## src/hw/rtl/dibi_pkg.sv

```systemverilog
// Shared types and constants for the icon DIB pixel to RGBA converter.
// No dependencies; dibi_cfg_if and the pipeline modules use it by scoped names.
`timescale 1ns / 1ps

package dibi_pkg;

    localparam int PALETTE_DEPTH_DEF = 256;

    localparam int CFG_IDX_W  = 2;
    localparam int CFG_DATA_W = 9;

    // Configuration register indexes
    localparam logic [CFG_IDX_W-1:0] REG_DEPTH_MODE    = 2'd0;
    localparam logic [CFG_IDX_W-1:0] REG_PALETTE_COUNT = 2'd1;
    localparam logic [CFG_IDX_W-1:0] REG_MASK_PRESENT  = 2'd2;

    // Depth codes; anything above DEPTH_32BPP behaves as 32 bpp
    localparam logic [2:0] DEPTH_1BPP  = 3'd0;
    localparam logic [2:0] DEPTH_4BPP  = 3'd1;
    localparam logic [2:0] DEPTH_8BPP  = 3'd2;
    localparam logic [2:0] DEPTH_24BPP = 3'd3;
    localparam logic [2:0] DEPTH_32BPP = 3'd4;

    // Request types
    localparam logic REQ_PALETTE = 1'b0;
    localparam logic REQ_PIXEL   = 1'b1;

    localparam logic [7:0] ALPHA_OPAQUE = 8'hFF;
    localparam logic [7:0] ALPHA_CLEAR  = 8'h00;

    localparam logic [2:0] DEPTH_MODE_RST    = DEPTH_32BPP;
    localparam logic [8:0] PALETTE_COUNT_RST = 9'd256;
    localparam logic       MASK_PRESENT_RST  = 1'b1;

    typedef struct packed {
        logic [2:0] depth_mode;
        logic [8:0] palette_count;
        logic       mask_present;
    } cfg_t;

    // Decode stage contents
    typedef struct packed {
        logic [23:0] raw_bgr;
        logic [7:0]  raw_alpha;
        logic        use_palette;
        logic        index_ok;
        logic        wide;
        logic        transparent;
        logic        last;
    } s1_t;

    // Color select stage contents
    typedef struct packed {
        logic [7:0] red;
        logic [7:0] green;
        logic [7:0] blue;
        logic [7:0] alpha;
        logic [7:0] mask_alpha;
        logic       wide;
        logic       alpha_nz;
        logic       last;
    } s2_t;

endpackage

```

## src/hw/rtl/dibi_rgba_if.sv

```systemverilog
// Output channel: one RGBA result per pixel.
// Depends on nothing.
`timescale 1ns / 1ps

interface dibi_rgba_if;
    logic       valid;
    logic       ready;
    logic [7:0] red;
    logic [7:0] green;
    logic [7:0] blue;
    logic [7:0] alpha;
    logic [7:0] mask_alpha;
    logic       image_end;
    logic       use_mask_alpha;

    modport source (output valid, red, green, blue, alpha, mask_alpha, image_end,
                    use_mask_alpha, input ready);
    modport sink   (input valid, red, green, blue, alpha, mask_alpha, image_end,
                    use_mask_alpha, output ready);
endinterface

```

## src/hw/rtl/dibi_emit.sv

```systemverilog
// Stage 3: output register and per-image alpha tracking.
// Depends on dibi_pkg and dibi_rgba_if.
`timescale 1ns / 1ps

module dibi_emit (
    input  logic          clk,
    input  logic          rst_n,
    input  logic          s2_valid,
    output logic          s2_ready,
    input  dibi_pkg::s2_t s2,
    dibi_rgba_if.source   rgba
);

    logic       out_valid_reg;
    logic       alpha_seen_reg;
    logic       alpha_seen_next;
    logic       load;
    logic       seen_now;
    logic       use_mask_next;
    logic [7:0] red_reg;
    logic [7:0] green_reg;
    logic [7:0] blue_reg;
    logic [7:0] alpha_reg;
    logic [7:0] mask_alpha_reg;
    logic       image_end_reg;
    logic       use_mask_reg;

    assign s2_ready = !out_valid_reg || rgba.ready;
    assign load     = s2_valid && s2_ready;

    // This pixel counts toward the flag before the end-of-image check
    assign seen_now        = alpha_seen_reg || s2.alpha_nz;
    assign use_mask_next   = s2.last && s2.wide && !seen_now;
    assign alpha_seen_next = s2.last ? 1'b0 : seen_now;

    always_ff @(posedge clk or negedge rst_n)
    begin
        if (!rst_n)
        begin
            out_valid_reg  <= 1'b0;
            alpha_seen_reg <= 1'b0;
        end
        else
        begin
            if (s2_ready)
            begin
                out_valid_reg <= s2_valid;
            end
            if (load)
            begin
                alpha_seen_reg <= alpha_seen_next;
            end
        end
    end

    always_ff @(posedge clk)
    begin
        if (load)
        begin
            red_reg        <= s2.red;
            green_reg      <= s2.green;
            blue_reg       <= s2.blue;
            alpha_reg      <= s2.alpha;
            mask_alpha_reg <= s2.mask_alpha;
            image_end_reg  <= s2.last;
            use_mask_reg   <= use_mask_next;
        end
    end

    assign rgba.valid          = out_valid_reg;
    assign rgba.red            = red_reg;
    assign rgba.green          = green_reg;
    assign rgba.blue           = blue_reg;
    assign rgba.alpha          = alpha_reg;
    assign rgba.mask_alpha     = mask_alpha_reg;
    assign rgba.image_end      = image_end_reg;
    assign rgba.use_mask_alpha = use_mask_reg;

endmodule

```

## src/flat_wrapper.sv

```systemverilog
// flat-port wrapper written by rule: the top's interface ports become plain ports
module dibi_emit_flat 
  (clk, rst_n, s2_valid, s2_ready, s2, rgba_valid, rgba_red, rgba_green, rgba_blue, rgba_alpha, rgba_mask_alpha, rgba_image_end, rgba_use_mask_alpha, rgba_ready);
  dibi_rgba_if rgba_i ();
  input  logic clk;
  input  logic rst_n;
  input  logic s2_valid;
  output logic s2_ready;
  input  dibi_pkg::s2_t s2;
  output wire logic [$bits(rgba_i.valid)-1:0] rgba_valid;
  output wire logic [$bits(rgba_i.red)-1:0] rgba_red;
  output wire logic [$bits(rgba_i.green)-1:0] rgba_green;
  output wire logic [$bits(rgba_i.blue)-1:0] rgba_blue;
  output wire logic [$bits(rgba_i.alpha)-1:0] rgba_alpha;
  output wire logic [$bits(rgba_i.mask_alpha)-1:0] rgba_mask_alpha;
  output wire logic [$bits(rgba_i.image_end)-1:0] rgba_image_end;
  output wire logic [$bits(rgba_i.use_mask_alpha)-1:0] rgba_use_mask_alpha;
  input wire logic [$bits(rgba_i.ready)-1:0] rgba_ready;
  assign rgba_valid = rgba_i.valid;
  assign rgba_red = rgba_i.red;
  assign rgba_green = rgba_i.green;
  assign rgba_blue = rgba_i.blue;
  assign rgba_alpha = rgba_i.alpha;
  assign rgba_mask_alpha = rgba_i.mask_alpha;
  assign rgba_image_end = rgba_i.image_end;
  assign rgba_use_mask_alpha = rgba_i.use_mask_alpha;
  assign rgba_i.ready = rgba_ready;
  dibi_emit u_core (.clk(clk), .rst_n(rst_n), .s2_valid(s2_valid), .s2_ready(s2_ready), .s2(s2), .rgba(rgba_i));
endmodule
```

## config.mk

```make
export PLATFORM = sky130hd
export DESIGN_NAME = dibi_emit_flat
export DESIGN_NICKNAME = d
export VERILOG_FILES = /design/src/hw/rtl/dibi_pkg.sv /design/src/hw/rtl/dibi_rgba_if.sv /design/src/hw/rtl/dibi_emit.sv /design/src/flat_wrapper.sv
export SDC_FILE = /design/constraint.sdc
export NUM_CORES = 1
export LEC_CHECK = 0
export ABC_AREA = 1
export BUFFER_PORTS_ARGS = -buffer_cell sky130_fd_sc_hd__buf_2
export CORE_MARGIN = 2
export CORE_UTILIZATION = 30
export DETAILED_ROUTE_END_ITERATION = 7
export GPL_ROUTABILITY_DRIVEN = 0
export GPL_TIMING_DRIVEN = 0
export SLEW_MARGIN = 20
export SYNTH_ARGS = -nofsm -noshare
export SYNTH_HDL_FRONTEND = slang
export SYNTH_SLANG_ARGS = --single-unit
```

## constraint.sdc

```tcl
create_clock -name clk -period 1.95 [get_ports clk]
set_clock_uncertainty 0.15 [all_clocks]
set_input_delay 0.39 -clock clk [delete_from_list [all_inputs] [get_ports clk]]
set_output_delay 0.39 -clock clk [all_outputs]
set_load 0.005 [all_outputs]
```

* Yosys cells after proc, flatten, opt, wreduce, memory -nomap -nowiden
Index checks and enable logic that the tools add are counted.
Storage, ports and cells: input bits 47, output and inout bits 44, bits in registers 44
Operators by class: reduce and logical (&&, ||, !) cells 7, multiplexer cells 1
Operators by type and width (count):
- 1-bit logical AND | 3
- 1-bit zero test | 2
- 1-bit logical OR | 2
- 1-bit 2-to-1 mux | 1

* Longest topological paths before layout
Gate-level depths: netlist of the first run.
depth in word-level cells 3, depth in mapped cells 5, gate-level depth less buffers 5

* Least setup slack after synthesis of the first run
OpenSTA, ideal clock, no wires.
path type input to register, from input rgba_ready, to register u_core.alpha_reg[0] (netlist: u_core.rgba.alpha[0]), enable pin, library setup time 0.415 ns, arrival time 1.700 ns, slack -0.315 ns, path buffers 0, stages on the path 2, cells stage by stage inv_1 -> a21oi_2
Between the ends: longest elaborated chain between the ends 2
Ends and longest elaborated chain:
- start, declared | RTL line flat_wrapper.sv:18 | input wire logic [$bits(rgba_i.ready)-1:0] rgba_ready;
- 1-bit logical OR | RTL line dibi_emit.sv:28 | assign s2_ready = !out_valid_reg || rgba.ready;
- 1-bit logical AND | RTL line dibi_emit.sv:29 | assign load = s2_valid && s2_ready;
- via u_core.load | RTL line dibi_emit.sv:17 | logic load;
- end signal, assigned | RTL line dibi_emit.sv:63 | alpha_reg <= s2.alpha;
- end, declared | RTL line dibi_emit.sv:23 | logic [7:0] alpha_reg;
The timed path passes the listed nets, and every way through them passes these cells. A chain may end at the register's enable or synchronous reset.

* Final worst setup path of the first run
from register u_core.out_valid_reg (netlist: u_core.rgba.valid), to register u_core.mask_alpha_reg[0] (netlist: u_core.rgba.mask_alpha[0]), enable pin
Between the ends: longest elaborated chain between the ends 3
Ends and longest elaborated chain:
- start, declared | RTL line dibi_emit.sv:14 | logic out_valid_reg;
- start signal, assigned | RTL line dibi_emit.sv:47 | out_valid_reg <= s2_valid;
- 1-bit zero test | RTL line dibi_emit.sv:28
- 1-bit logical OR | RTL line dibi_emit.sv:28
- 1-bit logical AND | RTL line dibi_emit.sv:29
- via u_core.load | RTL line dibi_emit.sv:17
- end signal, assigned | RTL line dibi_emit.sv:64 | mask_alpha_reg <= s2.mask_alpha;
- end, declared | RTL line dibi_emit.sv:24 | logic [7:0] mask_alpha_reg;
The timed path passes the listed nets, and every way through them passes these cells.

==> results.rst, run 1 <==
.. list-table::
   :header-rows: 1

   * - Metric
     - Value
   * - Number of hold-slack violations in the final timing report
     - 0
   * - Compound-cell area share of the yosys netlist
     - 0.642%
   * - Data required, critical path
     - 1.80 ns
   * - Final Worst Setup Slack
     - 0.195 ns
   * - Filler instances
     - 389
   * - Distinct cell type count after synthesis
     - 7
   * - Global Route Usage Sum
     - 12.5%
   * - Final period demand of the worst path
     - 1.76 ns
   * - Clock Path Buffers
     - 2
   * - Clock transition at path regs
     - 0.08 ns
   * - Worst slack at placement
     - 0.0818 ns
   * - Area of all sequential standard cells
     - 1310 um2
   * - Via density
     - 4.26
   * - Top fanout value on the critical path
     - 23
   * - Unrepaired setup endpoints after global routing
     - no
   * - Die span in x
     - 71.4 um
   * - Number of iterations in the first detailed-routing pass
     - 4
   * - Cell area after technology mapping
     - 1360 um2
   * - Count of endpoints failing setup in the final report
     - 0
   * - Clock latency on the worst-skew pair
     - 0.29 ns
   * - Effective utilization at floorplan
     - 31.3%
   * - Row count
     - 24
   * - Final critical-path share of the clock period
     - 90.0%
   * - Sum of routed wire length over all layers
     - 2.83 mm
   * - Cell Pwr Density
     - 911 nW/um2
   * - Total of flip-flops plus latches after synthesis
     - 44
   * - Maximum clock frequency
     - 570 MHz
   * - Synth Net Count
     - 103
   * - Kind of critical path
     - flip-flop to flip-flop
   * - Routed length per instance
     - 13.6 um
   * - Vias in the first global route
     - 978
   * - Total Power
     - 0.00184 W
   * - Adder and majority cell fraction of the synthesized area
     - 0%
   * - Count of mapped cells out of synthesis
     - 56
   * - Number of cells in the finished layout apart from fillers
     - 208
   * - DRT antenna net count
     - 0
   * - Mean cell area of the mapped netlist
     - 24.4 um2
   * - Number of levels the H-tree was split into
     - 2
   * - Share of synthesized area occupied by flip-flops and latches
     - 96.1%
   * - Pin count of the biggest net entering global routing
     - 24
   * - First-pass GRT wire length
     - 4.62 mm
   * - Total of warnings raised by yosys
     - 0
   * - Transition time at the pin with the least slew margin
     - 0.734 ns
   * - PostCTS Resize Cnt
     - 0
   * - Core Footprint
     - 4350 um2
   * - Area growth, synth to finish
     - 48.3%
   * - Parity-gate share of the synthesized area counting xor and xnor cells
     - 0%
   * - Number of clock sinks
     - 44
   * - DR DRC count
     - 0
   * - PortBufs
     - 90
   * - Root Buffer Master
     - sky130_fd_sc_hd__clkbuf_8
   * - Synthesized-area fraction occupied by and/or/nand/nor cells
     - 2.66%
   * - Mux cell area share after synthesis
     - 0%
   * - Count of vias placed by the detailed router
     - 886
   * - Hold crit path type
     - primary input to flip-flop
   * - Worst IR drop on VDD
     - 506 uV
   * - Count of final max-slew check failures
     - 0
   * - Launching element of the worst setup path
     - u_core.rgba.valid
   * - Total leakage power
     - 0.877 nW
   * - Die area
     - 5100 um2
   * - Clock tree from TritonCTS
     - built
   * - I/O pin count
     - 91
   * - Data arrival at the endpoint of the critical path
     - 1.61 ns
   * - Vert. Die Dim
     - 71.4 um
   * - HPWL after detailed placement
     - 2.22 mm
   * - Largest family of logic cells by synthesized area
     - simple AND/OR/NAND/NOR gates
   * - Post-placement cell count
     - 199
   * - Worst slew slack as a fraction of its limit
     - 51.0%
   * - Combined area of the multi-input logic cells
     - 52.6 um2
   * - Count of nets after finishing
     - 202
   * - Worst reg2reg startpoint
     - u_core.rgba.valid
   * - Initial drt markers
     - 44
   * - Final antenna diode count
     - 0
   * - Number of antenna violations at the first check in global routing
     - 0
   * - Category of the worst setup path launch point
     - flip-flop
   * - Total grt overflow
     - 0
   * - Hold WS
     - 0.118 ns
   * - Fraction of final layout cells sized beyond drive strength 1
     - 64.1%
   * - Run status
     - finished clean
   * - Launch point of the worst hold path
     - s2[13]
   * - Critical Path End Type
     - flip-flop
   * - TritonCTS Buffers
     - 5
   * - Max-cap violation count
     - 0
==> cell type report <==
type | count | share of cell area, %
Timing Repair Buffer | 92 | 24.1
Clock inverter | 2 | 0.743
Inverter | 2 | 0.371
Tap cell | 52 | 3.22
Multi-Input combinational cell | 10 | 2.60
Clock buffer | 6 | 4.08
Sequential cell | 44 | 64.9
==> cell families after synthesis <==
kind of cell | after synthesis
AOI/OAI and AO/OA | 1
and+or+nand+nor | 9
DFF | 44
buffers and inverters | 2
==> synthesized netlist by cell type <==
| cell | instances | share of area [%] |
|---|---|---|
| sky130_fd_sc_hd__inv_1 | 2 | 0.55 |
| sky130_fd_sc_hd__nand2_1 | 6 | 1.7 |
| sky130_fd_sc_hd__edfxtp_1 | 42 | 92 |
| sky130_fd_sc_hd__nor2_1 | 2 | 0.55 |
| sky130_fd_sc_hd__dfrtp_1 | 2 | 3.7 |
| sky130_fd_sc_hd__a21oi_2 | 1 | 0.64 |
| sky130_fd_sc_hd__and3_1 | 1 | 0.46 |
==> metrics by stage <==
stage	setup TNS [ns]	instance area, um2	util (%)
global route	0	2020	46.4
finish	0	2020	46.4
CTS	0	2020	46.4
global placement	-3.79	1890	43.3
detailed placement	0	1910	44.0
floorplan	0	1370	-
==> path summary, 6_finish.rpt <==
path / endpoint / slack [ns] / depth (start not counted)
hold reg to reg: u_core.alpha_seen_reg / 0.37 / 2
setup reg to reg: u_core.rgba.mask_alpha[0] / 0.19 / 2
max in group asynchronous: u_core.alpha_seen_reg / 1.29 / 2
hold / removal: u_core.rgba.alpha[2] / 0.12 / 1
setup / recovery: u_core.rgba.mask_alpha[0] / 0.19 / 2
min in group asynchronous: u_core.rgba.valid / 0.26 / 2
==> what timing repair did <==
| item | in CTS | in global routing |
|---|---|---|
| buffers inserted | 0 | 0 |
| hold buffers | 1 | 0 |
| hold endpoints to repair | 2 | 0 |
==> critical path, cell delays in order (launching register included) <==
cell and delay [ns]:
sky130_fd_sc_hd__dfrtp_1 0.43, sky130_fd_sc_hd__a21oi_4 0.62, sky130_fd_sc_hd__buf_16 0.24
==> metal layers <==
metal  wire length (um)  share of wire, %  vias to the layer above  GRT usage, %
met3                331                12                        6          6.19
met5                  0                 0                        -             0
met2               1530                54                       57          21.4
met1                920                33                      416          13.0
li1                   -                 -                      407             -
met4                 44               1.6                        0          5.03
==> power breakdown <==
group	internal, W	leakage [nW]	switching [W]
combinational	0.0000762	0.410	0.0000688
clock	0.000286	0.0434	0.000298
sequential	0.00110	0.424	0.0000148
total	0.00146	0.877	0.000381
==> placed cells by master, fill, tap and decap left out, drive strengths merged <==
cell          n
buf          91
edfxtp       42
nand2         6
clkbuf        6
nor2          2
inv           2
clkinvlp      2
dfrtp         2
and3          1
a21oi         1
dlygate4sd3   1
(Power assumes the default switching activity.)
==> run 2: changes to the inputs <==
- clock period: 1.95 -> 1.65 ns (I/O delays scaled with it)
==> run 2 against run 1 <==
Sequential share of layout area is 1.3 points lower; routed wire length is 5.2% lower; final cell count is 0.96% higher; non-clock buffer count is 2 higher; power is 24% higher; via count is 1.4% higher; global-route usage is 1.5 points lower.
==> results.rst, run 2 (synthesis results as in run 1) <==
.. list-table::
   :header-rows: 1

   * - Metric
     - Value
   * - Run status
     - finished clean
   * - Worst IR drop on VDD
     - 634 uV (+25%)
   * - Pin count of the biggest net entering global routing
     - 26 (+8.3%)
   * - DR DRC count
     - 0 (unchanged)
   * - Vias in the first global route
     - 941 (-3.8%)
   * - PortBufs
     - 90 (unchanged)
   * - Layout Cell Area excl Fill
     - 2060 um2 (+2.0%)
   * - Part of the power in combinational logic
     - 7.9% (about the same)
   * - Cell internal power dissipation
     - 0.00184 W (+26%)
   * - Clock latency on the worst-skew pair
     - 0.28 ns (about the same)
   * - Commonest non-fill, non-tap cells in the layout
     - sky130_fd_sc_hd__buf_2 (90), sky130_fd_sc_hd__edfxtp_1 (42), sky130_fd_sc_hd__nand2_1 (6), sky130_fd_sc_hd__clkbuf_8 (5)
   * - Count of final max-slew check failures
     - 0 (unchanged)
   * - Total grt overflow
     - 0 (unchanged)
   * - DRT antenna net count
     - 0 (unchanged)
   * - Effective utilization at floorplan
     - 31.3% (unchanged)
   * - Fraction of final layout cells sized beyond drive strength 1
     - 63.9% (-0.18 points)
   * - Reported net switching power
     - 0.000433 W (+13%)
   * - Filler instances
     - 383 (-1.5%)
   * - Via density
     - 4.28 (+0.39%)
   * - Root Buffer Master
     - sky130_fd_sc_hd__clkbuf_8
   * - Setup Total Neg Slack
     - 0 ns (unchanged)
   * - Number of cells in the finished layout apart from fillers
     - 210 (+0.96%)
   * - Clock transition at path regs
     - 0.08 ns (about the same)
   * - Total leakage power
     - 0.903 nW (+3.0%)
   * - Post-placement cell count
     - 199 (unchanged)
   * - Fraction of power consumed by the clock network
     - 34.4% (+2.7 points)
   * - Hold crit path type
     - primary input to flip-flop
   * - Leading cell type in the layout, fill and taps excluded
     - sky130_fd_sc_hd__buf_2
   * - Number of iterations in the first detailed-routing pass
     - 4 (unchanged)
   * - PostCTS Resize Cnt
     - 0 (unchanged)
   * - Die span in x
     - 71.4 um (unchanged)
   * - End-of-flow core utilization
     - 47.4% (+0.95 points)
   * - Core Footprint
     - 4350 um2 (unchanged)
   * - Clock tree from TritonCTS
     - built
   * - Cell Pwr Density
     - 1100 nW/um2 (+21%)
   * - Category of the worst setup path launch point
     - flip-flop
   * - Sum of routed wire length over all layers
     - 2.68 mm (-5.2%)
   * - Kind of critical path
     - flip-flop to output pin
   * - Count of vias placed by the detailed router
     - 898 (+1.4%)
   * - Number of hold-slack violations in the final timing report
     - 0 (unchanged)
   * - Die area
     - 5100 um2 (unchanged)
   * - I/O pin count
     - 91 (unchanged)
   * - Placed cell area
     - 1910 um2 (unchanged)
   * - Sw frac
     - 19.0% (-1.7 points)
   * - Count of endpoints failing setup in the final report
     - 0 (unchanged)
   * - Clock Path Buffers
     - 2 (unchanged)
   * - Data required, critical path
     - 1.17 ns (-0.63 ns)
   * - Max-cap violation count
     - 0 (unchanged)
   * - Initial drt markers
     - 15 (-66%)
   * - Final critical-path share of the clock period
     - 87.4%
   * - Area growth, synth to finish
     - 51.3%
   * - Number of clock sinks
     - 44 (unchanged)
   * - First-pass GRT wire length
     - 4.11 mm (-11%)
   * - Maximum clock frequency
     - 694 MHz
   * - Row count
     - 24 (unchanged)
   * - Routed length per instance
     - 12.8 um (-6.1%)
   * - Transition time at the pin with the least slew margin
     - 0.258 ns (-0.476 ns)
   * - Final antenna diode count
     - 0 (unchanged)
   * - Top fanout value on the critical path
     - 3 (-87%)
   * - Worst slew slack as a fraction of its limit
     - 82.8% (+32 points)
   * - Share of power burned in registers
     - 57.7% (-2.7 points)
   * - Critical Path End Type
     - output pin
   * - Count of nets after finishing
     - 204 (+0.99%)
   * - Unrepaired setup endpoints after global routing
     - no
   * - Final period demand of the worst path
     - 1.44 ns
   * - Number of antenna violations at the first check in global routing
     - 0 (unchanged)
   * - Number of levels the H-tree was split into
     - 2 (unchanged)
   * - TritonCTS Buffers
     - 5 (unchanged)
   * - Data arrival at the endpoint of the critical path
     - 0.96 ns (-0.65 ns)
   * - Global Route Usage Sum
     - 11.0% (-1.5 points)
   * - Vert. Die Dim
     - 71.4 um (unchanged)
==> run 2: changes by cell type in the layout (fill, tap and decap cells not counted), sizes merged <==
cell,before,now
clkinv,0,2
bufinv,0,1
clkbuf,6,5
clkinvlp,2,0
buf,91,93
==> run 2: worst paths after layout <==
check | to | start | depth (start not counted) | slack [ns]
max | s2_ready | u_core.rgba.valid | 2 | 0.21
min | u_core.rgba.alpha[6] | s2[17] | 1 | 0.06
max reg2reg | u_core.rgba.red[5] | u_core.rgba.valid | 2 | 0.28
min in group asynchronous | u_core.alpha_seen_reg | rst_n | 2 | 0.22
max in group asynchronous | u_core.rgba.valid | rst_n | 2 | 1.03
min reg2reg | u_core.alpha_seen_reg | u_core.alpha_seen_reg | 2 | 0.36
==> run 2: final cells by class <==
type | instances | area (um2) | area share, %
inverters | 2 | 7.51 | 0.364
well taps | 52 | 65.1 | 3.15
multi-input cells | 10 | 52.6 | 2.55
clock buffers | 5 | 68.8 | 3.34
repair buffers | 94 | 515 | 25.0
flip-flops and latches | 44 | 1310 | 63.6
clock inverters | 3 | 42.5 | 2.06
==> run 2: per-layer routing <==
layer / global-route usage (%) / part of all wire, %
met1: 10.2 / 32
met3: 7.17 / 14
met2: 18.4 / 52
met5: 0 / 0
met4: 5.66 / 2.1
==> run 2: timing repair <==
action                                  in CTS  in global routing
hold buffers                                 1                  0
endpoints found under the setup margin      24                  0
setup buffers                                2                  0
hold endpoints to repair                     2                  0
==> run 2: stage by stage <==
stage                     total power (W)  hold WS (ns)  setup WS [ns]
final                             0.00228        0.0617          0.209
after CTS                         0.00232        0.0449          0.189
after floorplan                   0.00138        -0.116        -0.0876
after global routing              0.00239        0.0360          0.143
after global placement            0.00149       -0.0331         -0.334
after detailed placement          0.00151       -0.0282         -0.111
==> run 2: critical path, cell delays in order (launching register included) <==
cell and delay (ns):
sky130_fd_sc_hd__dfrtp_1 0.43, sky130_fd_sc_hd__nand2_1 0.13, sky130_fd_sc_hd__buf_2 0.12
==> run 2: power by group through the flow <==
stage,Clock [W],Sequential [W],Combinational (W)
final,0.000782,0.00131,0.000180
after CTS,0.000825,0.00132,0.000184
after detailed placement,0,0.00134,0.000172
after floorplan,0,0.00135,0.0000322
after global placement,0,0.00134,0.000156
after global routing,0.000866,0.00132,0.000199
