**config.mk**
```make
export PLATFORM = sky130hd
export DESIGN_NAME = dibi_select
export DESIGN_NICKNAME = d
export VERILOG_FILES = /design/src/hw/rtl/dibi_pkg.sv /design/src/hw/rtl/dibi_select.sv
export SDC_FILE = /design/constraint.sdc
export NUM_CORES = 1
export LEC_CHECK = 0
export BUFFER_PORTS_ARGS = -buffer_cell sky130_fd_sc_hd__buf_4
export CORE_UTILIZATION = 40
export DETAILED_ROUTE_END_ITERATION = 8
export GPL_TIMING_DRIVEN = 0
export HOLD_SLACK_MARGIN = 0.08
export PLACE_DENSITY = 0.81
export REMOVE_ABC_BUFFERS = 1
export SLEW_MARGIN = 10
export SYNTH_ARGS = -nofsm -noshare
export SYNTH_HDL_FRONTEND = slang
export SYNTH_SLANG_ARGS = --single-unit
```
**constraint.sdc**
```tcl
create_clock -name clk -period 2.2 [get_ports clk]
set_input_delay 0.44 -clock clk [delete_from_list [all_inputs] [get_ports clk]]
set_output_delay 0.44 -clock clk [all_outputs]
set_load 0.02 [all_outputs]
```
**src/hw/rtl/dibi_pkg.sv**
```systemverilog
// Shared types and constants for the icon DIB pixel to RGBA converter.
// No dependencies; dibi_cfg_if and the pipeline modules use it by scoped names.
`timescale 1ns / 1ps

package dibi_pkg;

    localparam int PALETTE_DEPTH_DEF = 256;

    localparam int CFG_IDX_W  = 2;
    localparam int CFG_DATA_W = 9;

    // Configuration register indexes
    localparam logic [CFG_IDX_W-1:0] REG_DEPTH_MODE    = 2'd0;
    localparam logic [CFG_IDX_W-1:0] REG_PALETTE_COUNT = 2'd1;
    localparam logic [CFG_IDX_W-1:0] REG_MASK_PRESENT  = 2'd2;

    // Depth codes; anything above DEPTH_32BPP behaves as 32 bpp
    localparam logic [2:0] DEPTH_1BPP  = 3'd0;
    localparam logic [2:0] DEPTH_4BPP  = 3'd1;
    localparam logic [2:0] DEPTH_8BPP  = 3'd2;
    localparam logic [2:0] DEPTH_24BPP = 3'd3;
    localparam logic [2:0] DEPTH_32BPP = 3'd4;

    // Request types
    localparam logic REQ_PALETTE = 1'b0;
    localparam logic REQ_PIXEL   = 1'b1;

    localparam logic [7:0] ALPHA_OPAQUE = 8'hFF;
    localparam logic [7:0] ALPHA_CLEAR  = 8'h00;

    localparam logic [2:0] DEPTH_MODE_RST    = DEPTH_32BPP;
    localparam logic [8:0] PALETTE_COUNT_RST = 9'd256;
    localparam logic       MASK_PRESENT_RST  = 1'b1;

    typedef struct packed {
        logic [2:0] depth_mode;
        logic [8:0] palette_count;
        logic       mask_present;
    } cfg_t;

    // Decode stage contents
    typedef struct packed {
        logic [23:0] raw_bgr;
        logic [7:0]  raw_alpha;
        logic        use_palette;
        logic        index_ok;
        logic        wide;
        logic        transparent;
        logic        last;
    } s1_t;

    // Color select stage contents
    typedef struct packed {
        logic [7:0] red;
        logic [7:0] green;
        logic [7:0] blue;
        logic [7:0] alpha;
        logic [7:0] mask_alpha;
        logic       wide;
        logic       alpha_nz;
        logic       last;
    } s2_t;

endpackage

```
**src/hw/rtl/dibi_select.sv**
```systemverilog
// Stage 2: pick palette, raw or black color and form both alpha values.
// Depends on dibi_pkg.
`timescale 1ns / 1ps

module dibi_select (
    input  logic          clk,
    input  logic          rst_n,
    input  logic          s1_valid,
    output logic          s1_ready,
    input  dibi_pkg::s1_t s1,
    input  logic [23:0]   pal_data,
    output logic          s2_valid,
    input  logic          s2_ready,
    output dibi_pkg::s2_t s2
);

    logic          s2_valid_reg;
    dibi_pkg::s2_t s2_reg;
    dibi_pkg::s2_t s2_next;
    logic [23:0]   bgr;
    logic [7:0]    malpha;

    assign s1_ready = !s2_valid_reg || s2_ready;

    always_comb
    begin
        if (s1.use_palette)
        begin
            bgr = s1.index_ok ? pal_data : 24'd0;
        end
        else
        begin
            bgr = s1.raw_bgr;
        end
        malpha = s1.transparent ? dibi_pkg::ALPHA_CLEAR : dibi_pkg::ALPHA_OPAQUE;

        s2_next.blue       = bgr[7:0];
        s2_next.green      = bgr[15:8];
        s2_next.red        = bgr[23:16];
        s2_next.mask_alpha = malpha;
        s2_next.alpha      = s1.wide ? s1.raw_alpha : malpha;
        s2_next.wide       = s1.wide;
        s2_next.alpha_nz   = s1.wide && (s1.raw_alpha != 8'd0);
        s2_next.last       = s1.last;
    end

    always_ff @(posedge clk or negedge rst_n)
    begin
        if (!rst_n)
        begin
            s2_valid_reg <= 1'b0;
        end
        else if (s1_ready)
        begin
            s2_valid_reg <= s1_valid;
        end
    end

    always_ff @(posedge clk)
    begin
        if (s1_ready && s1_valid)
        begin
            s2_reg <= s2_next;
        end
    end

    assign s2_valid = s2_valid_reg;
    assign s2       = s2_reg;

endmodule

```
[Word level (Yosys, flattened, before mapping)]
Index checks and enable logic that the tools add are counted.
Storage, ports and cells
  logic and storage cells: 18
  register bits after elaboration: 44
  output and inout port bits: 45
Operators by class
  muxes and demuxes: 4
  reduce and logical (&&, ||, !) cells: 5
Operators with widths (number)
  $mux 24: 2
  $mux 8: 2
  $reduce_bool 8->1: 1
  $logic_and 1x1->1: 2
  $logic_not 1->1: 1
  $logic_or 1x1->1: 1

[Depth between registers and ports, before layout]
Gate-level depths: netlist of run 1.
  depth after elaboration: 3
  depth in mapped cells: 4

[Least setup slack after synthesis of run 1]
No wires, ideal clock.
  path kind: flip-flop to flip-flop
  start: reg s2_valid_reg (netlist: s2_valid)
  end: reg s2_reg, in the netlist s2[0] (enable)
  setup slack: 0.180 ns
  cell stages (with the launch flop): 3
  data required time: 1.803 ns
  buffers on the path: 0
  library setup time: 0.397 ns
  data arrival time: 1.623 ns
  cell sequence: dfrtp_1 -> nand2b_1 -> and2_1
Between the ends
  longest elaborated chain between the ends: 3
Ends and longest elaborated chain
  start, declared: line dibi_select.sv:17  | logic s2_valid_reg;
  start signal, assigned: line dibi_select.sv:55  | s2_valid_reg <= s1_valid;
  $logic_not 1->1: line dibi_select.sv:23  | assign s1_ready = !s2_valid_reg || s2_ready;
  $logic_or 1x1->1: line dibi_select.sv:23
  via s1_ready: line dibi_select.sv:9  | output logic s1_ready,
  $logic_and 1x1->1: line dibi_select.sv:61  | if (s1_ready && s1_valid)
  end signal, assigned: line dibi_select.sv:63  | s2_reg <= s2_next;
  end, declared: line dibi_select.sv:18  | dibi_pkg::s2_t s2_reg;
The timed path passes the listed nets, and every way through them passes these cells.
A chain may end at the register's enable or synchronous reset.

[Worst setup path after layout of run 1]
  start: reg s2_valid_reg (netlist: s2_valid)
  end: reg s2_reg, in the netlist s2[9] (enable)
Between the ends
  longest elaborated chain between the ends: 3
Ends and longest elaborated chain (line)
  $logic_not 1->1: dibi_select.sv:23
  $logic_or 1x1->1: dibi_select.sv:23
  $logic_and 1x1->1: dibi_select.sv:61
Every way passes these cells.

==> impl_metrics.csv, run 1 <==
group,metric,value,unit
status,status,"finished, final reports clean",
power_and_ir_drop,p_sw,374,µW
final_layout,utilization,0.658,
floorplanning,initial_core_util,0.422,
worst_hold_path,min_from,"s1[0]",
timing,finalHoldViolCount,0,
floorplanning,rows,22,
timing,maxSlewHeadroom,0.464,
floorplanning,die_h,64.4,µm
placed_design,dp_hpwl,2580,µm
power_and_ir_drop,swShare,0.229,
placed_design,io_buffers,109,
route,drt_first_pass_iters,4,
power_and_ir_drop,power.internal,1250,µW
placed_design,place_ws,471,ps
route,ant_nets,0,
route,drc,0,
synthesis,yosysWarnings,0,
timing,layout_min_cycle_time,1580,ps
final_layout,fillers,285,
route,drtIter0Drc,27,
power_and_ir_drop,seq_power_share,0.519,
floorplanning,die_w,64.4,µm
global_routing,grt_max_degree,37,
global_routing,gr-usage-met3,0.0696,
clock_tree,cts_tree,"yes",
timing,worstMarginPinSlew,803,ps
critical_path,path_class,"flip-flop to flip-flop",
placed_design,gp_congestion,0.694,
clock_tree,root_buffer,"clkbuf_8",
final_layout,largest_register_ffs,36,
synthesis,netlist_area,1560,µm²
power_and_ir_drop,peakVddDrop,0.452,mV
clock_tree,hold_buffers,1,
placed_design,place_inst,238,
critical_path,reg2reg_to,"s2[9]",
final_layout,nNetsFinal,263,
final_layout,drive_above_1_share,0.608,
critical_path,worstReg2RegStart,"s2_valid",
final_layout,multi_input_area,330,µm²
final_layout,synthToLayoutAreaGrowth,56.0,%
worst_hold_path,whs_path_depth,1,
critical_path,cp_max_fo,36,
global_routing,busiest_layer,"met2",
timing,fin_crit_sh,0.717,
timing,postLayoutSetupSlackWorst,624,ps
timing,slew_viol_final,0,
clock_tree,cts_buffers,5,
power_and_ir_drop,clock_power_share,0.285,
floorplanning,core,3690,µm²
route,routed_wl,3350,µm
global_routing,antenna_found_initial,0,
global_routing,grt_use_total,0.170,
worst_hold_path,min_to,"s2[0]",
clock_tree,post_cts_buffers,0,
job,cap_violations,0,
critical_path,reg2reg_depth,2,
final_layout,regArea,1110,µm²
timing,rsz0062_at_grt,"no",
synthesis,synth-seq-area-share,0.711,
floorplanning,die_area,4140,µm²
clock_tree,clk_latency,280,ps
power_and_ir_drop,comb_power_share,0.196,
synthesis,synthesis.instances,94,
route,vias_per_cell,4.84,
timing,setup_viol,0,
clock_tree,clock-sinks,37,
final_layout,antennaDiodeCount,0,
floorplanning,io_pins,110,
power_and_ir_drop,power_density,671,nW/µm²
critical_path,r2r_slack,620,ps
global_routing,met2_usage,0.305,
final_layout,instances_no_fill,247,
worst_hold_path,worstHoldPathType,"primary input to flip-flop",
global_routing,overflow,0,
clock_tree,cts_resized,0,
timing,fmax,634,MHz
clock_tree,max-clock-path-buffers,2,
global_routing,grt_pass1_vias,1195,
critical_path,cp-end-kind,"flip-flop",
clock_tree,clk_pin_slew,60,ps
route,vias,1195,
power_and_ir_drop,leakage,0.00112,µW
global_routing,use_met1,0.170,
critical_path,critPathRequiredTime,2110,ps
global_routing,grt_pass1_wl,5180,µm
critical_path,cp-start-kind,"flip-flop",
clock_tree,cts_max_level,2,
route,post_drt_wl_per_cell,13.5,µm
synthesis,yosysUniqueCellTypes,18,
synthesis,syn_area_per_cell,16.5,µm²
timing,fin_worst_skew,2.30,ps
timing,tns,0,ps
synthesis,synth-seq-cells,37,
critical_path,arrival,1480,ps
[cells in the final DEF (no fill, tap or decap)]
cell type / n
nor2_2: 1
nor4_1: 2
nand2b_1: 2
and2_4: 1
a21boi_0: 1
o21ai_0: 1
inv_1: 3
nand3_1: 1
clkbuf_1: 2
clkbuf_8: 6
a22o_2: 3
buf_4: 109
a22o_1: 20
a21o_1: 8
dlygate4sd3_1: 1
and2_2: 1
edfxtp_1: 36
dfrtp_1: 1
[final cells by class]
type / count / area share
flip-flops and latches: 37 / 0.456
clock buffers: 8 / 0.0371
repair buffers: 110 / 0.341
well taps: 48 / 0.0248
multi-input cells: 41 / 0.136
inverters: 3 / 0.00464
[Yosys cell counts]
master    instances  share of area
buf_4             7          0.034
and2_1            1         0.0040
a21o_1            8          0.039
nor2_2            1         0.0040
nand3_1           1         0.0032
o21ai_0           1         0.0032
nor4_1            2         0.0080
and2_4            1         0.0056
dfrtp_1           1          0.016
buf_6             1         0.0072
nand2b_1          2         0.0080
a21boi_0          1         0.0048
a22o_2            3          0.019
buf_2             3         0.0097
a22o_1           20           0.11
edfxtp_1         36           0.70
inv_1             3         0.0072
buf_8             2          0.019
[layer usage]
metal,share of wire,vias to the layer above
met5,0,-
met4,0.014,0
met3,0.11,5
met2,0.53,73
met1,0.34,544
li1,-,573
[power groups by stage]
| stage | logic (µW) | clock network [µW] | registers, µW |
|---|---|---|---|
| detailed placement | 319 | 0 | 861 |
| floorplan | 67.3 | 0 | 926 |
| global route | 338 | 513 | 849 |
| global placement | 310 | 0 | 860 |
| finish | 319 | 465 | 845 |
| CTS | 320 | 482 | 846 |
[how the worst max path moves through the flow]
stage,startpoint,endpoint,slack [ps],cells after the start
2_1_floorplan,s2_valid,s2[0],180,2
6_report,s2_valid,s2[9],620,2
3_5_place_dp,s2_ready,s2[29],470,3
3_3_place_gp,s2_ready,s2[26],20,3
4_1_cts,s2_valid,s2[30],620,2
5_1_grt,s2_valid,s2[35],510,2
[worst max-delay path: stages, from the launching register on]
cell	delay [ps]
dfrtp_1	380
nand2b_1	120
and2_2	690
[metrics by stage]
stage | power [µW] | instance area, µm² | hold slack, ps
after global placement | 1170 | 2320 | 216
after detailed placement | 1180 | 2330 | 218
after CTS | 1650 | 2430 | 327
after floorplan | 994 | 1450 | 144
after global routing | 1700 | 2430 | 321
final | 1630 | 2430 | 339
[cells by family (layout without fill, tap and decap cells)]
logic type	Yosys count	in the layout	share of synthesized area
simple gates	8	8	0.0330
flops	37	37	0.711
buf+inv	16	121	0.0772
compound gates	33	33	0.179
(Power assumes the default switching activity.)
==> inputs of run 2 (changes only) <==
Settings changed: ABC_AREA set to 1, CORE_UTILIZATION 40 to 37, PLACE_DENSITY 0.81 to 0.77.
Clock period 2.2 ns to 1.4 ns, I/O delays scaled along.
==> impl_metrics.csv, run 2 <==
group,metric,value,unit
status,status,"finished, final reports clean",
clock_tree,clk_latency,280,ps
critical_path,max_stage_delay,420,ps
synthesis,synth_top_area_frac,0.647,
global_routing,busiest_layer,"met2",
floorplanning,core,4350,µm²
critical_path,cp_max_fo,27,
power_and_ir_drop,clock_power_share,0.275,
final_layout,drive_above_1_share,0.454,
clock_tree,clk_pin_slew,70,ps
global_routing,met2_usage,0.300,
clock_tree,cts_max_level,2,
route,routed_wl,3930,µm
power_and_ir_drop,p_sw,636,µW
timing,fmax,749,MHz
timing,finalHoldViolCount,0,
timing,tns,0,ps
timing,maxSlewHeadroom,0.725,
power_and_ir_drop,power_density,989,nW/µm²
synthesis,synth-seq-cells,37,
timing,rsz0062_at_grt,"no",
global_routing,gr-usage-met3,0.0465,
synthesis,synth-edff-count,36,
floorplanning,die_w,69.2,µm
synthesis,syn_area_per_cell,10.7,µm²
power_and_ir_drop,peakVddDrop,0.463,mV
route,vias,1451,
timing,fin_crit_sh,0.954,
critical_path,critPathSlowestCell,"dfrtp_1",
global_routing,use_met1,0.194,
clock_tree,max-clock-path-buffers,2,
final_layout,nNetsFinal,324,
synthesis,yosysUniqueCellTypes,14,
synthesis,netlist_area,1670,µm²
final_layout,synthToLayoutAreaGrowth,53.4,%
synthesis,yosysMostFrequentCell,"edfxtp_1",
global_routing,grt_max_degree,49,
route,drt_first_pass_iters,4,
timing,fin_worst_skew,6.37,ps
floorplanning,die_area,4790,µm²
job,cap_violations,0,
synthesis,yosysWarnings,0,
power_and_ir_drop,swShare,0.251,
global_routing,grt_use_total,0.173,
power_and_ir_drop,power,2540,µW
placed_design,gp_congestion,0.813,
final_layout,fillers,374,
clock_tree,cts_tree,"yes",
clock_tree,cts_resized,0,
timing,layout_min_cycle_time,1340,ps
power_and_ir_drop,power.internal,1900,µW
floorplanning,initial_core_util,0.384,
critical_path,cp-end-kind,"flip-flop",
final_layout,multi_input_area,358,µm²
floorplanning,io_pins,110,
global_routing,antenna_found_initial,0,
floorplanning,die_h,69.2,µm
critical_path,crit_buf_inv,1,
global_routing,grt_pass1_vias,1390,
clock_tree,cts_buffers,5,
critical_path,path_cells,"a21oi_4 -> buf_12",
worst_hold_path,worstHoldPathType,"primary input to flip-flop",
final_layout,final_cell_mix,"buf_4 (109), edfxtp_1 (36), inv_1 (28), nand3_1 (24), nand2_1 (21)",
placed_design,dp_hpwl,2920,µm
synthesis,async_reset_ff_frac,0.0270,
global_routing,overflow,0,
timing,setup_viol,0,
clock_tree,root_buffer,"clkbuf_8",
route,drtIter0Drc,127,
synthesis,netlist_top_cells_count,"edfxtp_1 (36), inv_1 (28), nand3_1 (24)",
floorplanning,rows,24,
critical_path,critPathRequiredTime,1380,ps
synthesis,ys.flop_type,"edfxtp_1",
final_layout,largest_register_ffs,36,
route,vias_per_cell,4.65,
clock_tree,post_cts_buffers,0,
timing,slew_viol_final,0,
synthesis,synthesis.instances,156,
route,ant_nets,0,
power_and_ir_drop,comb_power_share,0.202,
final_layout,antennaDiodeCount,0,
placed_design,io_buffers,109,
critical_path,critical-path-top-delay-family,"flip-flops",
power_and_ir_drop,leakage,0.00123,µW
critical_path,arrival,1320,ps
route,drc,0,
clock_tree,clock-sinks,37,
critical_path,path_class,"flip-flop to flip-flop",
synthesis,synth-seq-area-share,0.662,
route,post_drt_wl_per_cell,12.6,µm
critical_path,cp-start-kind,"flip-flop",
power_and_ir_drop,seq_power_share,0.523,
final_layout,regArea,1110,µm²
final_layout,final_common_cell,"buf_4",
timing,worstMarginPinSlew,413,ps
synthesis,synth_top_cell_by_area,"edfxtp_1",
synthesis,synthTopCellsByArea,"edfxtp_1 (65%), nand3_1 (7.2%), inv_1 (6.3%), o21ai_0 (5.7%), nand2_1 (4.7%)",
global_routing,grt_pass1_wl,6470,µm
[run 2: changes by cell type after synthesis, sizes merged, moves of 2 or more]
cell	change
nand3	+23
a22o	-23
nor4	-2
nor2	+5
a21o	-8
o21ai	+23
nand2	+21
nand2b	-2
and2	-2
inv	+25
[run 2: layer usage]
metal | share of wire | up-vias | wire length, µm
li1 | - | 716 | -
met2 | 0.53 | 71 | 2070
met4 | 0.034 | 0 | 135
met3 | 0.069 | 12 | 271
met5 | 0 | - | 0
met1 | 0.37 | 652 | 1450
[run 2: final cells by class]
type,instances,share of cell area
multi-input combinational,76,0.140
tap,52,0.0254
clock inverter,2,0.00390
clock buffer,6,0.0283
inverter,28,0.0410
timing repair buffer,111,0.331
sequential,37,0.431
[run 2: kinds of logic after synthesis]
| logic type | after synthesis | synth area share |
|---|---|---|
| compound gates | 25 | 0.0748 |
| simple gates | 51 | 0.132 |
| buf+inv | 43 | 0.131 |
| flops | 37 | 0.662 |
[run 2: path summary, 6_finish.rpt]
| kind | from | end | slack, ps | cells after the start |
|---|---|---|---|---|
| worst max-delay path | s2_valid | s2[36] | 60 | 2 |
| worst min-delay path | s1[0] | s2[0] | 180 | 1 |
| worst max register to register | s2_valid | s2[36] | 60 | 2 |
| worst min register to register | s2_valid | s2_valid | 590 | 2 |
| max in group asynchronous | rst_n | s2_valid | 1010 | 2 |
| min in group asynchronous | rst_n | s2_valid | 310 | 2 |
[run 2: repair_timing]
action / 4_1_cts / 5_1_grt
hold endpoints to repair: 1 / 0
setup endpoints to repair: 0 / 27
hold buffers: 1 / 0
[run 2: worst reg2reg max path, stage by stage, from the launching register on]
cell	delay [ps]
dfrtp_1	420
a21oi_4	370
buf_12	240
[run 2: power groups by stage]
stage                     logic, µW  clock network [µW]  registers (µW)
after floorplan                87.6                   0            1460
after global placement          493                   0            1350
after detailed placement        517                   0            1350
after CTS                       520                 725            1330
after global routing            557                 778            1330
final                           513                 697            1330
[run 2: stage by stage]
stage          setup WS [ps]  utilization  hold slack, ps  instances  area (µm²)
2_1_floorplan          -1330            -           -15.6        141        1560
3_3_place_gp           -2010        0.561            55.3        302        2440
3_5_place_dp            26.3        0.568            58.3        303        2470
4_1_cts                 18.8        0.589             168        312        2560
5_1_grt                 4.09        0.589             163        312        2560
6_report                64.2        0.589             178        312        2560
==> inputs of run 3 (changes only) <==
Settings changed: CELL_PAD_IN_SITES_DETAIL_PLACEMENT set to 1, CELL_PAD_IN_SITES_GLOBAL_PLACEMENT set to 1, CORE_UTILIZATION 37 to 27, PLACE_DENSITY 0.77 to 0.78.
==> impl_metrics.csv, run 3 (synthesized netlist as in run 2, its figures left out) <==
group,metric,value,unit
floorplanning,core,5960,µm²
final_layout,final_cell_mix,"buf_4 (109), edfxtp_1 (36), inv_1 (28), nand3_1 (24), nand2_1 (21)",
critical_path,reg2reg_to,"s2[18]",
final_layout,instances_no_fill,336,
timing,fin_worst_skew,4.22,ps
critical_path,r2r_slack,250,ps
clock_tree,cts_tree,"yes",
route,routed_wl,4500,µm
placed_design,place_inst,326,
timing,slew_viol_final,0,
placed_design,dp_hpwl,3480,µm
final_layout,nNetsFinal,325,
worst_hold_path,min_to,"s2[0]",
critical_path,arrival,990,ps
critical_path,cp-end-kind,"primary output",
final_layout,synthToLayoutAreaGrowth,56.7,%
timing,setup_viol,0,
floorplanning,io_pins,110,
floorplanning,rows,28,
worst_hold_path,worstHoldPathType,"primary input to flip-flop",
route,vias,1469,
floorplanning,initial_core_util,0.281,
route,ant_nets,0,
power_and_ir_drop,power_density,978,nW/µm²
route,drtIter0Drc,40,
critical_path,critical-path-top-delay-family,"flip-flops",
critical_path,path_class,"flip-flop to primary output",
clock_tree,clk_pin_slew,70,ps
clock_tree,cts_max_level,2,
global_routing,overflow,0,
placed_design,gp_congestion,0.726,
job,cap_violations,0,
critical_path,cp-start-kind,"flip-flop",
global_routing,grt_max_degree,49,
timing,tns,0,ps
critical_path,cp_max_fo,8,
timing,maxSlewHeadroom,0.723,
critical_path,critPathSlowestCell,"edfxtp_1",
final_layout,largest_register_ffs,36,
timing,whs,171,ps
route,vias_per_cell,4.37,
power_and_ir_drop,peakVddDrop,0.365,mV
status,status,"finished, final reports clean",
clock_tree,root_buffer,"clkbuf_8",
final_layout,utilization,0.440,
final_layout,drive_above_1_share,0.452,
timing,fin_crit_sh,0.909,
worst_hold_path,min_from,"s1[0]",
clock_tree,clock-sinks,37,
timing,finalHoldViolCount,0,
global_routing,grt_pass1_wl,6640,µm
floorplanning,die_area,6510,µm²
route,drt_first_pass_iters,4,
route,post_drt_wl_per_cell,13.4,µm
power_and_ir_drop,leakage,0.00124,µW
critical_path,worstReg2RegStart,"s2_valid",
global_routing,grt_pass1_vias,1371,
floorplanning,die_w,80.7,µm
placed_design,io_buffers,109,
clock_tree,cts_resized,0,
critical_path,crit_buf_inv,1,
critical_path,path_cells,"buf_4",
timing,rsz0062_at_grt,"no",
global_routing,grt_use_total,0.139,
final_layout,antennaDiodeCount,0,
worst_hold_path,whs_path_depth,1,
clock_tree,max-clock-path-buffers,2,
critical_path,max_stage_delay,500,ps
clock_tree,clk_latency,280,ps
clock_tree,cts_buffers,5,
critical_path,critPathRequiredTime,1120,ps
final_layout,final_common_cell,"buf_4",
timing,layout_min_cycle_time,1270,ps
route,drc,0,
timing,fmax,786,MHz
floorplanning,die_h,80.7,µm
global_routing,antenna_found_initial,0,
critical_path,reg2reg_depth,2,
timing,worstMarginPinSlew,415,ps
-- run 3: changes by cell type in the layout (fill, tap and decap cells not counted) --
cell / previous run / this run
clkinv_1: 0 / 2
clkbuf_1: 1 / 0
clkinv_2: 2 / 1
buf_16: 0 / 1
-- run 3: final cells by class --
class | count | area [µm²]
clock buffers | 5 | 68.8
fillers | 685 | 3340
flip-flops and latches | 37 | 1110
inverters | 28 | 105
well taps | 75 | 93.8
repair buffers | 112 | 876
clock inverters | 3 | 12.5
multi-input cells | 76 | 358
-- run 3: through the flow --
step           worst slack, ps  total power (µW)  instance area [µm²]
2_1_floorplan            -1330              1550                 1560
3_3_place_gp             -2080              1850                 2470
3_5_place_dp              -180              1880                 2510
4_1_cts                    109              2610                 2620
5_1_grt                   78.2              2690                 2620
6_report                   128              2560                 2620
-- run 3: worst max-delay path by stage --
| stage | depth (start not counted) | start | slack [ps] | end |
|---|---|---|---|---|
| finish | 1 | s2[9] | 130 | s2[9] |
| floorplan | 1 | s2_valid | -1330 | s2[0] |
| global route | 1 | s2[9] | 80 | s2[9] |
| detailed placement | 2 | s2_valid | -180 | s2[29] |
| global placement | 1 | s2_valid | -2080 | s2[14] |
| CTS | 1 | s2[9] | 110 | s2[9] |
-- run 3: what timing repair did --
item,CTS,global route
setup endpoints to repair,36,0
endpoints found under the hold margin,1,0
buffers inserted,1,0
hold buffers,1,0
-- run 3: metal layers --
metal	GRT usage	share of wire	vias up
met3	0.0352	0.058	4
met1	0.158	0.38	688
li1	-	-	719
met5	0	0	-
met4	0.0482	0.013	0
met2	0.250	0.55	58
-- run 3: where the power goes --
part / switching [µW] / internal [µW]
Clock: 369 / 335
Combinational: 269 / 262
Sequential: 24.0 / 1300
